[src/sv/uer_pkg.sv]
// ----------------------------------------------------------------------------
// uer_pkg
// Beat types, register indexes and fixed constants of the echo ranger.
// ----------------------------------------------------------------------------
package uer_pkg;

    localparam int TICK_W      = 32;
    localparam int RANGE_W     = 10;
    localparam int BLANK_W     = 16;
    localparam int CFG_ADDR_W  = 2;
    localparam int CFG_DATA_W  = 16;

    // round trip ticks to cm: rt * 1115 / 2^16 (about 0.017014 cm per us)
    localparam int SCALE_MUL_W = 11;
    localparam logic [SCALE_MUL_W-1:0] SCALE_MUL = 11'd1115;
    localparam int SCALE_SHIFT = 16;

    localparam logic [CFG_ADDR_W-1:0] REG_MIN_RANGE = 2'd0;
    localparam logic [CFG_ADDR_W-1:0] REG_MAX_RANGE = 2'd1;
    localparam logic [CFG_ADDR_W-1:0] REG_BLANK     = 2'd2;

    localparam logic [RANGE_W-1:0] MIN_RANGE_RST = 10'd2;
    localparam logic [RANGE_W-1:0] MAX_RANGE_RST = 10'd400;
    localparam logic [BLANK_W-1:0] BLANK_RST     = 16'd100;

    localparam logic CMD_TRIGGER = 1'b0;
    localparam logic CMD_ECHO    = 1'b1;
    localparam logic LEVEL_RISE  = 1'b1;

    typedef struct packed {
        logic              command;
        logic              level;
        logic [TICK_W-1:0] tick;
    } t_in_beat;

    typedef struct packed {
        logic [RANGE_W-1:0] range_cm;
        logic               changed;
    } t_out_beat;

endpackage

[src/sv/uer_scale.sv]
// ----------------------------------------------------------------------------
// uer_scale
// Converts a signed round-trip tick count to a clamped distance in cm and
// flags a change against the previous reading.
// ----------------------------------------------------------------------------
module uer_scale #(
    parameter int TICK_BITS = 32
) (
    input  logic [TICK_BITS-1:0]          i_rt,
    input  logic [uer_pkg::RANGE_W-1:0]   i_min_range,
    input  logic [uer_pkg::RANGE_W-1:0]   i_max_range,
    input  logic [uer_pkg::RANGE_W-1:0]   i_prev_range,
    output logic [uer_pkg::RANGE_W-1:0]   o_range,
    output logic                          o_changed
);

    localparam int PROD_W = TICK_BITS + uer_pkg::SCALE_MUL_W;
    localparam int DIST_W = PROD_W - uer_pkg::SCALE_SHIFT;

    logic                 rt_neg;
    logic [TICK_BITS-1:0] rt_mag;
    logic [PROD_W-1:0]    prod;
    logic [DIST_W-1:0]    dist_mag;
    logic [DIST_W-1:0]    min_ext;
    logic [DIST_W-1:0]    max_ext;
    logic                 dist_neg;
    logic                 ge_min;
    logic                 le_max;
    logic                 gt_max;

    // scale the magnitude so the result truncates toward zero
    assign rt_neg   = i_rt[TICK_BITS-1];
    assign rt_mag   = rt_neg ? (~i_rt + 1'b1) : i_rt;
    assign prod     = PROD_W'(rt_mag) * PROD_W'(uer_pkg::SCALE_MUL);
    assign dist_mag = prod[PROD_W-1:uer_pkg::SCALE_SHIFT];
    assign dist_neg = rt_neg && (dist_mag != '0);

    assign min_ext = DIST_W'(i_min_range);
    assign max_ext = DIST_W'(i_max_range);
    assign ge_min  = !dist_neg && (dist_mag >= min_ext);
    assign le_max  = dist_neg || (dist_mag <= max_ext);
    assign gt_max  = !dist_neg && (dist_mag > max_ext);

    always_comb begin
        priority if (ge_min && le_max) begin
            o_range = dist_mag[uer_pkg::RANGE_W-1:0];
        end else if (gt_max) begin
            o_range = i_max_range;
        end else begin
            o_range = i_min_range;
        end
    end

    assign o_changed = (o_range != i_prev_range);

endmodule

[src/sv/ultrasonic_echo_ranger_top.sv]
// ----------------------------------------------------------------------------
// ultrasonic_echo_ranger_top
// Echo pulse timer: pin edge events in, clamped distance readings out.
// ----------------------------------------------------------------------------
// One edge event is taken every clock cycle unless the input is stalled. Trigger
// and echo bookkeeping settles in the cycle the event is taken; an echo falling
// edge that closes a measurement yields its reading after the round-trip
// subtract and then the constant multiply and clamp, each behind its own
// register. All other events yield no reading. The input stalls only while a
// measurement waits behind a reading the sink has not yet taken.
module ultrasonic_echo_ranger_top #(
    parameter int TICK_BITS = 32
) (
    input  logic                            i_clk,
    input  logic                            i_rst_n,
    input  logic                            i_cfg_we,
    input  logic [uer_pkg::CFG_ADDR_W-1:0]  i_cfg_addr,
    input  logic [uer_pkg::CFG_DATA_W-1:0]  i_cfg_wdata,
    input  logic                            i_in_valid,
    output logic                            o_in_stall,
    input  uer_pkg::t_in_beat               i_in,
    output logic                            o_out_valid,
    input  logic                            i_out_stall,
    output uer_pkg::t_out_beat              o_out
);

    logic [uer_pkg::RANGE_W-1:0] r_min_range;
    logic [uer_pkg::RANGE_W-1:0] r_max_range;
    logic [uer_pkg::BLANK_W-1:0] r_blank;

    logic                        r_armed;
    logic                        r_echo_started;
    logic [TICK_BITS-1:0]        r_trigger_time;
    logic [TICK_BITS-1:0]        r_echo_time;
    logic [uer_pkg::RANGE_W-1:0] r_prev_range;

    logic                        r_s1_valid;
    logic [TICK_BITS-1:0]        r_rt;
    logic                        r_out_valid;
    uer_pkg::t_out_beat          r_out;

    logic                        in_accept;
    logic                        out_load;
    logic [TICK_BITS-1:0]        tick;
    logic [TICK_BITS-1:0]        d_trig;
    logic [TICK_BITS:0]          blank_ext;
    logic                        past_blank;
    logic                        is_trigger;
    logic                        is_rise;
    logic                        take_rise;
    logic                        fire;

    logic                        n_armed;
    logic                        n_echo_started;
    logic [TICK_BITS-1:0]        n_trigger_time;
    logic [TICK_BITS-1:0]        n_echo_time;

    logic [uer_pkg::RANGE_W-1:0] range_calc;
    logic                        changed_calc;

    assign out_load   = !r_out_valid || !i_out_stall;
    assign o_in_stall = r_s1_valid && !out_load;
    assign in_accept  = i_in_valid && !o_in_stall;

    assign tick       = i_in.tick[TICK_BITS-1:0];
    assign d_trig     = tick - r_trigger_time;
    assign blank_ext  = (TICK_BITS+1)'(r_blank);
    // signed distance from trigger must be positive and above the blanking time
    assign past_blank = !d_trig[TICK_BITS-1] && ({1'b0, d_trig} > blank_ext);

    assign is_trigger = (i_in.command == uer_pkg::CMD_TRIGGER);
    assign is_rise    = (i_in.level == uer_pkg::LEVEL_RISE);
    assign take_rise  = !is_trigger && is_rise && r_armed && past_blank;
    assign fire       = !is_trigger && !is_rise && r_echo_started;

    always_comb begin
        n_armed        = r_armed;
        n_echo_started = r_echo_started;
        n_trigger_time = r_trigger_time;
        n_echo_time    = r_echo_time;
        priority if (is_trigger) begin
            n_armed        = 1'b1;
            n_echo_started = 1'b0;
            n_trigger_time = tick;
        end else if (take_rise) begin
            n_echo_started = 1'b1;
            n_echo_time    = tick;
        end else if (fire) begin
            n_echo_started = 1'b0;
            n_armed        = 1'b0;
        end
    end

    always_ff @(posedge i_clk) begin
        if (!i_rst_n) begin
            r_min_range <= uer_pkg::MIN_RANGE_RST;
            r_max_range <= uer_pkg::MAX_RANGE_RST;
            r_blank     <= uer_pkg::BLANK_RST;
        end else if (i_cfg_we) begin
            unique case (i_cfg_addr)
                uer_pkg::REG_MIN_RANGE: r_min_range <= i_cfg_wdata[uer_pkg::RANGE_W-1:0];
                uer_pkg::REG_MAX_RANGE: r_max_range <= i_cfg_wdata[uer_pkg::RANGE_W-1:0];
                uer_pkg::REG_BLANK:     r_blank     <= i_cfg_wdata[uer_pkg::BLANK_W-1:0];
                default: ;
            endcase
        end
    end

    always_ff @(posedge i_clk) begin
        if (!i_rst_n) begin
            r_armed        <= 1'b0;
            r_echo_started <= 1'b0;
            r_trigger_time <= '0;
            r_echo_time    <= '0;
            r_s1_valid     <= 1'b0;
        end else if (in_accept) begin
            r_armed        <= n_armed;
            r_echo_started <= n_echo_started;
            r_trigger_time <= n_trigger_time;
            r_echo_time    <= n_echo_time;
            r_s1_valid     <= fire;
        end else if (out_load) begin
            r_s1_valid     <= 1'b0;
        end
    end

    // round trip, wrapping, read as signed downstream
    always_ff @(posedge i_clk) begin
        if (in_accept && fire) begin
            r_rt <= tick - r_echo_time;
        end
    end

    uer_scale #(
        .TICK_BITS (TICK_BITS)
    ) u_scale (
        .i_rt         (r_rt),
        .i_min_range  (r_min_range),
        .i_max_range  (r_max_range),
        .i_prev_range (r_prev_range),
        .o_range      (range_calc),
        .o_changed    (changed_calc)
    );

    always_ff @(posedge i_clk) begin
        if (!i_rst_n) begin
            r_out_valid  <= 1'b0;
            r_prev_range <= '0;
        end else if (out_load) begin
            r_out_valid <= r_s1_valid;
            if (r_s1_valid) begin
                r_prev_range <= range_calc;
            end
        end
    end

    always_ff @(posedge i_clk) begin
        if (out_load && r_s1_valid) begin
            r_out.range_cm <= range_calc;
            r_out.changed  <= changed_calc;
        end
    end

    assign o_out_valid = r_out_valid;
    assign o_out       = r_out;

endmodule

[config.mk]
export PLATFORM = sky130hd
export DESIGN_NAME = ultrasonic_echo_ranger_top
export DESIGN_NICKNAME = d
export VERILOG_FILES = /design/src/sv/uer_pkg.sv /design/src/sv/uer_scale.sv /design/src/sv/ultrasonic_echo_ranger_top.sv
export SDC_FILE = /design/constraint.sdc
export NUM_CORES = 1
export LEC_CHECK = 0
export ABC_CLOCK_PERIOD_IN_PS = 19000
export BUFFER_PORTS_ARGS = -buffer_cell sky130_fd_sc_hd__buf_4
export CORE_MARGIN = 2
export CORE_UTILIZATION = 45
export DETAILED_ROUTE_END_ITERATION = 10
export PLACE_DENSITY = 0.65
export SLEW_MARGIN = 25
export SYNTH_ARGS = -nofsm -noshare
export SYNTH_HDL_FRONTEND = slang
export SYNTH_HIERARCHICAL = 1
export SYNTH_SLANG_ARGS = --single-unit
export TNS_END_PERCENT = 20
[constraint.sdc]
create_clock -name i_clk -period 19 [get_ports i_clk]
set_input_delay 3.8 -clock i_clk [delete_from_list [all_inputs] [get_ports i_clk]]
set_output_delay 3.8 -clock i_clk [all_outputs]
set_load 0.005 [all_outputs]
==> results.md <==
- Run status: complete, no violations
- F_max: 92.8 MHz
- Register area share after synthesis: 19.6%
- Vert. Die Dim: 205 um
- Wirelength per Cell: 17.5 um
- RSZ-0062 raised after global routing: no
- Core Rows: 73
- Syn nets: 2589
- Critical Path End Type: flop
- Leakage power: 8.34 nW
- Setup CP Type: reg2reg
- Most frequent cells in the layout: inv_1, nand2_1, ha_1
- Post-synthesis mux area share: 2.70%
- Number of buffers added on ports: 69
- DRC violations left: 0
- Final Hold Viols: 0
- CTS tree: yes
- Synth top area share: 16.7%
- Setup crit start: r_rt[0]$_DFFE_PP_
- Initial antenna violation count: 0
- Vias per cell: 5.55
- Bufs on Longest Clock Path: 2
- Total grt overflow: 0
- Worst path required time: 19.18 ns
- Largest area contributor in the netlist: ha_1
- Initial DRT Pass Iterations: 5
- GPL Wtd Cong: 0.920
- Post-Layout Cell Count: 2748
- Critical path peak fanout: 15
- Post-layout net count: 2620
- Core Footprint: 39800 um2
- Detailed placement HPWL: 39800 um
- Startpoint Class: flop
- Pin count of the biggest net entering global routing: 101
- Die X: 205 um
- Layout area overhead: 8.14%
- Worst R2R Start: r_rt[0]$_DFFE_PP_
- Iteration-0 DRC Markers: 1002
- Hold-fix buffers, CTS: 0
- Crit-path slowest cell: o21ai_1
- P per Cell Area: 47.2 nW/um2
- Clock transition at path regs: 0.07 ns
- Post-synth ARST share: 0%
- Setup Skew: 0.0168 ns
- Initial Util: 45.7%
- Avg Cell Area, Syn: 8.36 um2
- Commonest non-fill, non-tap cell in the layout: inv_1
- Compound-Gate Fraction of Synth Area: 18.7%
- ANT nets after route: 0
- TNS Setup: 0 ns
- Worst path most repeated cell: ha_1
- Routed via count: 15200
- EDFF count, synth: 43
- Vias in the first global route: 14900
- Ranking of synthesized cells by area: ha_1, dfxtp_1, fa_1
- Layout cell share with drive strength beyond 1: 6.97%
- TritonCTS Buffers: 17
- Largest family of logic cells by synthesized area: adder cells
- Max-Slew Margin vs Limit: 31.9%
- Number of diodes: 0
- Die ar.: 42100 um2
- Post-synthesis cell count: 2180
- Slew @ Worst Pin: 1.02 ns
- # setup viols final: 0
- Setup bufs post-CTS: 0
- Period utilization: 56.7%
- Clock tree root driver cell: clkbuf_16
- Max IR drop VDD: 0.0438 mV
- # IOs: 70
- Total GRT Usage: 23.1%
- WL final: 48000 um
- H-tree depth: 4
- Worst path max stage delay: 0.78 ns
- Top FF cell, synth: dfxtp_1
- Design Power: 0.930 mW
- Max-slew violations: 0
- HP Start: r_echo_time[3]$_SDFFE_PN0P_
- Maxcap violations: 0
- Placed insts: 2717
- Simple-gate area share of the yosys netlist: 16.8%
- Synthesis Warnings: 6
- HP Class: reg2reg
- Worst EP arrival: 10.96 ns
- First-pass GRT wire length: 76700 um
- Final min period: 10.78 ns
- Syn Std Cell Area: 18200 um2
- Clk sinks: 157
- Post-CTS Resized: 0
- #FFs+latches synth: 157
- Distinct cell type count after synthesis: 101
- Skew-Pair Late Insertion Delay: 0.45 ns
- XOR/XNOR Fraction of Synth Area: 5.14%
- Post-Synth Adder-Cell Area: 28.7%
[final cells by class]
type                    instances  area [um2]
multi-input cells            1637       13100
repair buffers                 75         563
inverters                     323        1210
clock inverters                 7        52.6
well taps                     525         657
clock buffers                  24         508
flip-flops and latches        157        3570
fillers                      3914       20100
[flip-flops by register name, summed over array words and instances, names as in the netlist]
signal / cells
r_echo_time: 32
r_rt: 32
r_trigger_time: 32
r_blank: 16
o_out: 11
r_max_range: 10
r_min_range: 10
r_prev_range: 10
o_out_valid: 1
r_armed: 1
r_echo_started: 1
r_s1_valid: 1
[power breakdown]
| part | internal, mW | switching, mW |
|---|---|---|
| clock network | 0.188 | 0.143 |
| registers | 0.352 | 0.00453 |
| logic | 0.0973 | 0.147 |
[metal layers]
metal / GRT usage, % / vias to the layer above / routed length, um
met2: 38.5 / 362 / 22700
met3: 2.63 / 65 / 2150
met5: 0 / - / 0
met1: 30.9 / 7237 / 21800
met4: 8.25 / 0 / 1330
li1: - / 7582 / -
[synthesized netlist by cell type, types with 6 or more instances]
master    count
a211oi_1     16
a21boi_0     66
a21o_1       29
a21oi_1     111
a21oi_2       6
a221o_1       9
a221oi_1      6
a31oi_1      14
a32oi_1       6
and2_1       16
and3_1       15
and4_1        8
buf_2         9
buf_6         7
clkbuf_1     41
dfxtp_1     114
edfxtp_1     43
fa_1        109
ha_1        243
inv_1       321
mux2i_1      48
nand2_1     313
nand2b_1     15
nand3_1      25
nand4_1      37
nor2_1       71
nor2b_1      23
nor3_1       27
nor4_1       12
o211ai_1     19
o21a_1       26
o21ai_0      84
o21ai_1      16
o21bai_1      9
o31ai_1      14
or2_2        12
or3_1        19
or4_1         6
xnor2_1      85
xor2_1       22
[cell families (layout without fill, tap and decap cells)]
| logic type | count (synthesis) | after routing |
|---|---|---|
| adder cells (fa/ha/maj) | 352 | 352 |
| AND/OR/NAND/NOR | 632 | 632 |
| buffers and inverters | 386 | 429 |
| multiplexers | 49 | 49 |
| XOR/XNOR | 107 | 107 |
| AO/OA/AOI/OAI | 497 | 497 |
| flip-flops | 157 | 157 |
[per-stage QoR]
step / setup WS (ns) / util (%) / instance area, um2 / hold WS (ns)
finish: 8.22 / 49.5 / 19700 / 0.458
global route: 7.51 / 49.5 / 19700 / 0.472
CTS: 8.29 / 49.5 / 19700 / 0.459
detailed placement: 8.41 / 48.1 / 19100 / 0.448
global placement: 8.58 / 48.1 / 19100 / 0.442
floorplan: 9.81 / - / 18200 / 0.435
[critical path, delay by kind of cell, from the launching register on]
kind | cells | cell delay (ns)
adders and majority gates | 7 | 2.78
and+or+nand+nor | 13 | 3.15
DFF | 1 | 0.51
AOI/OAI and AO/OA | 7 | 3.31
buffers and inverters | 3 | 0.22
xor gates and xnor gates | 1 | 0.52
[worst paths after layout]
path                                               endpoint  depth (start not counted)  slack [ns]
worst max-delay path                     o_out[0]$_DFFE_PP_                         31        8.22
worst min-delay path            r_echo_time[3]$_SDFFE_PN0P_                          2        0.46
worst max register to register           o_out[0]$_DFFE_PP_                         31        8.22
worst min register to register  r_echo_time[3]$_SDFFE_PN0P_                          2        0.46
(Power assumes the default switching activity.)
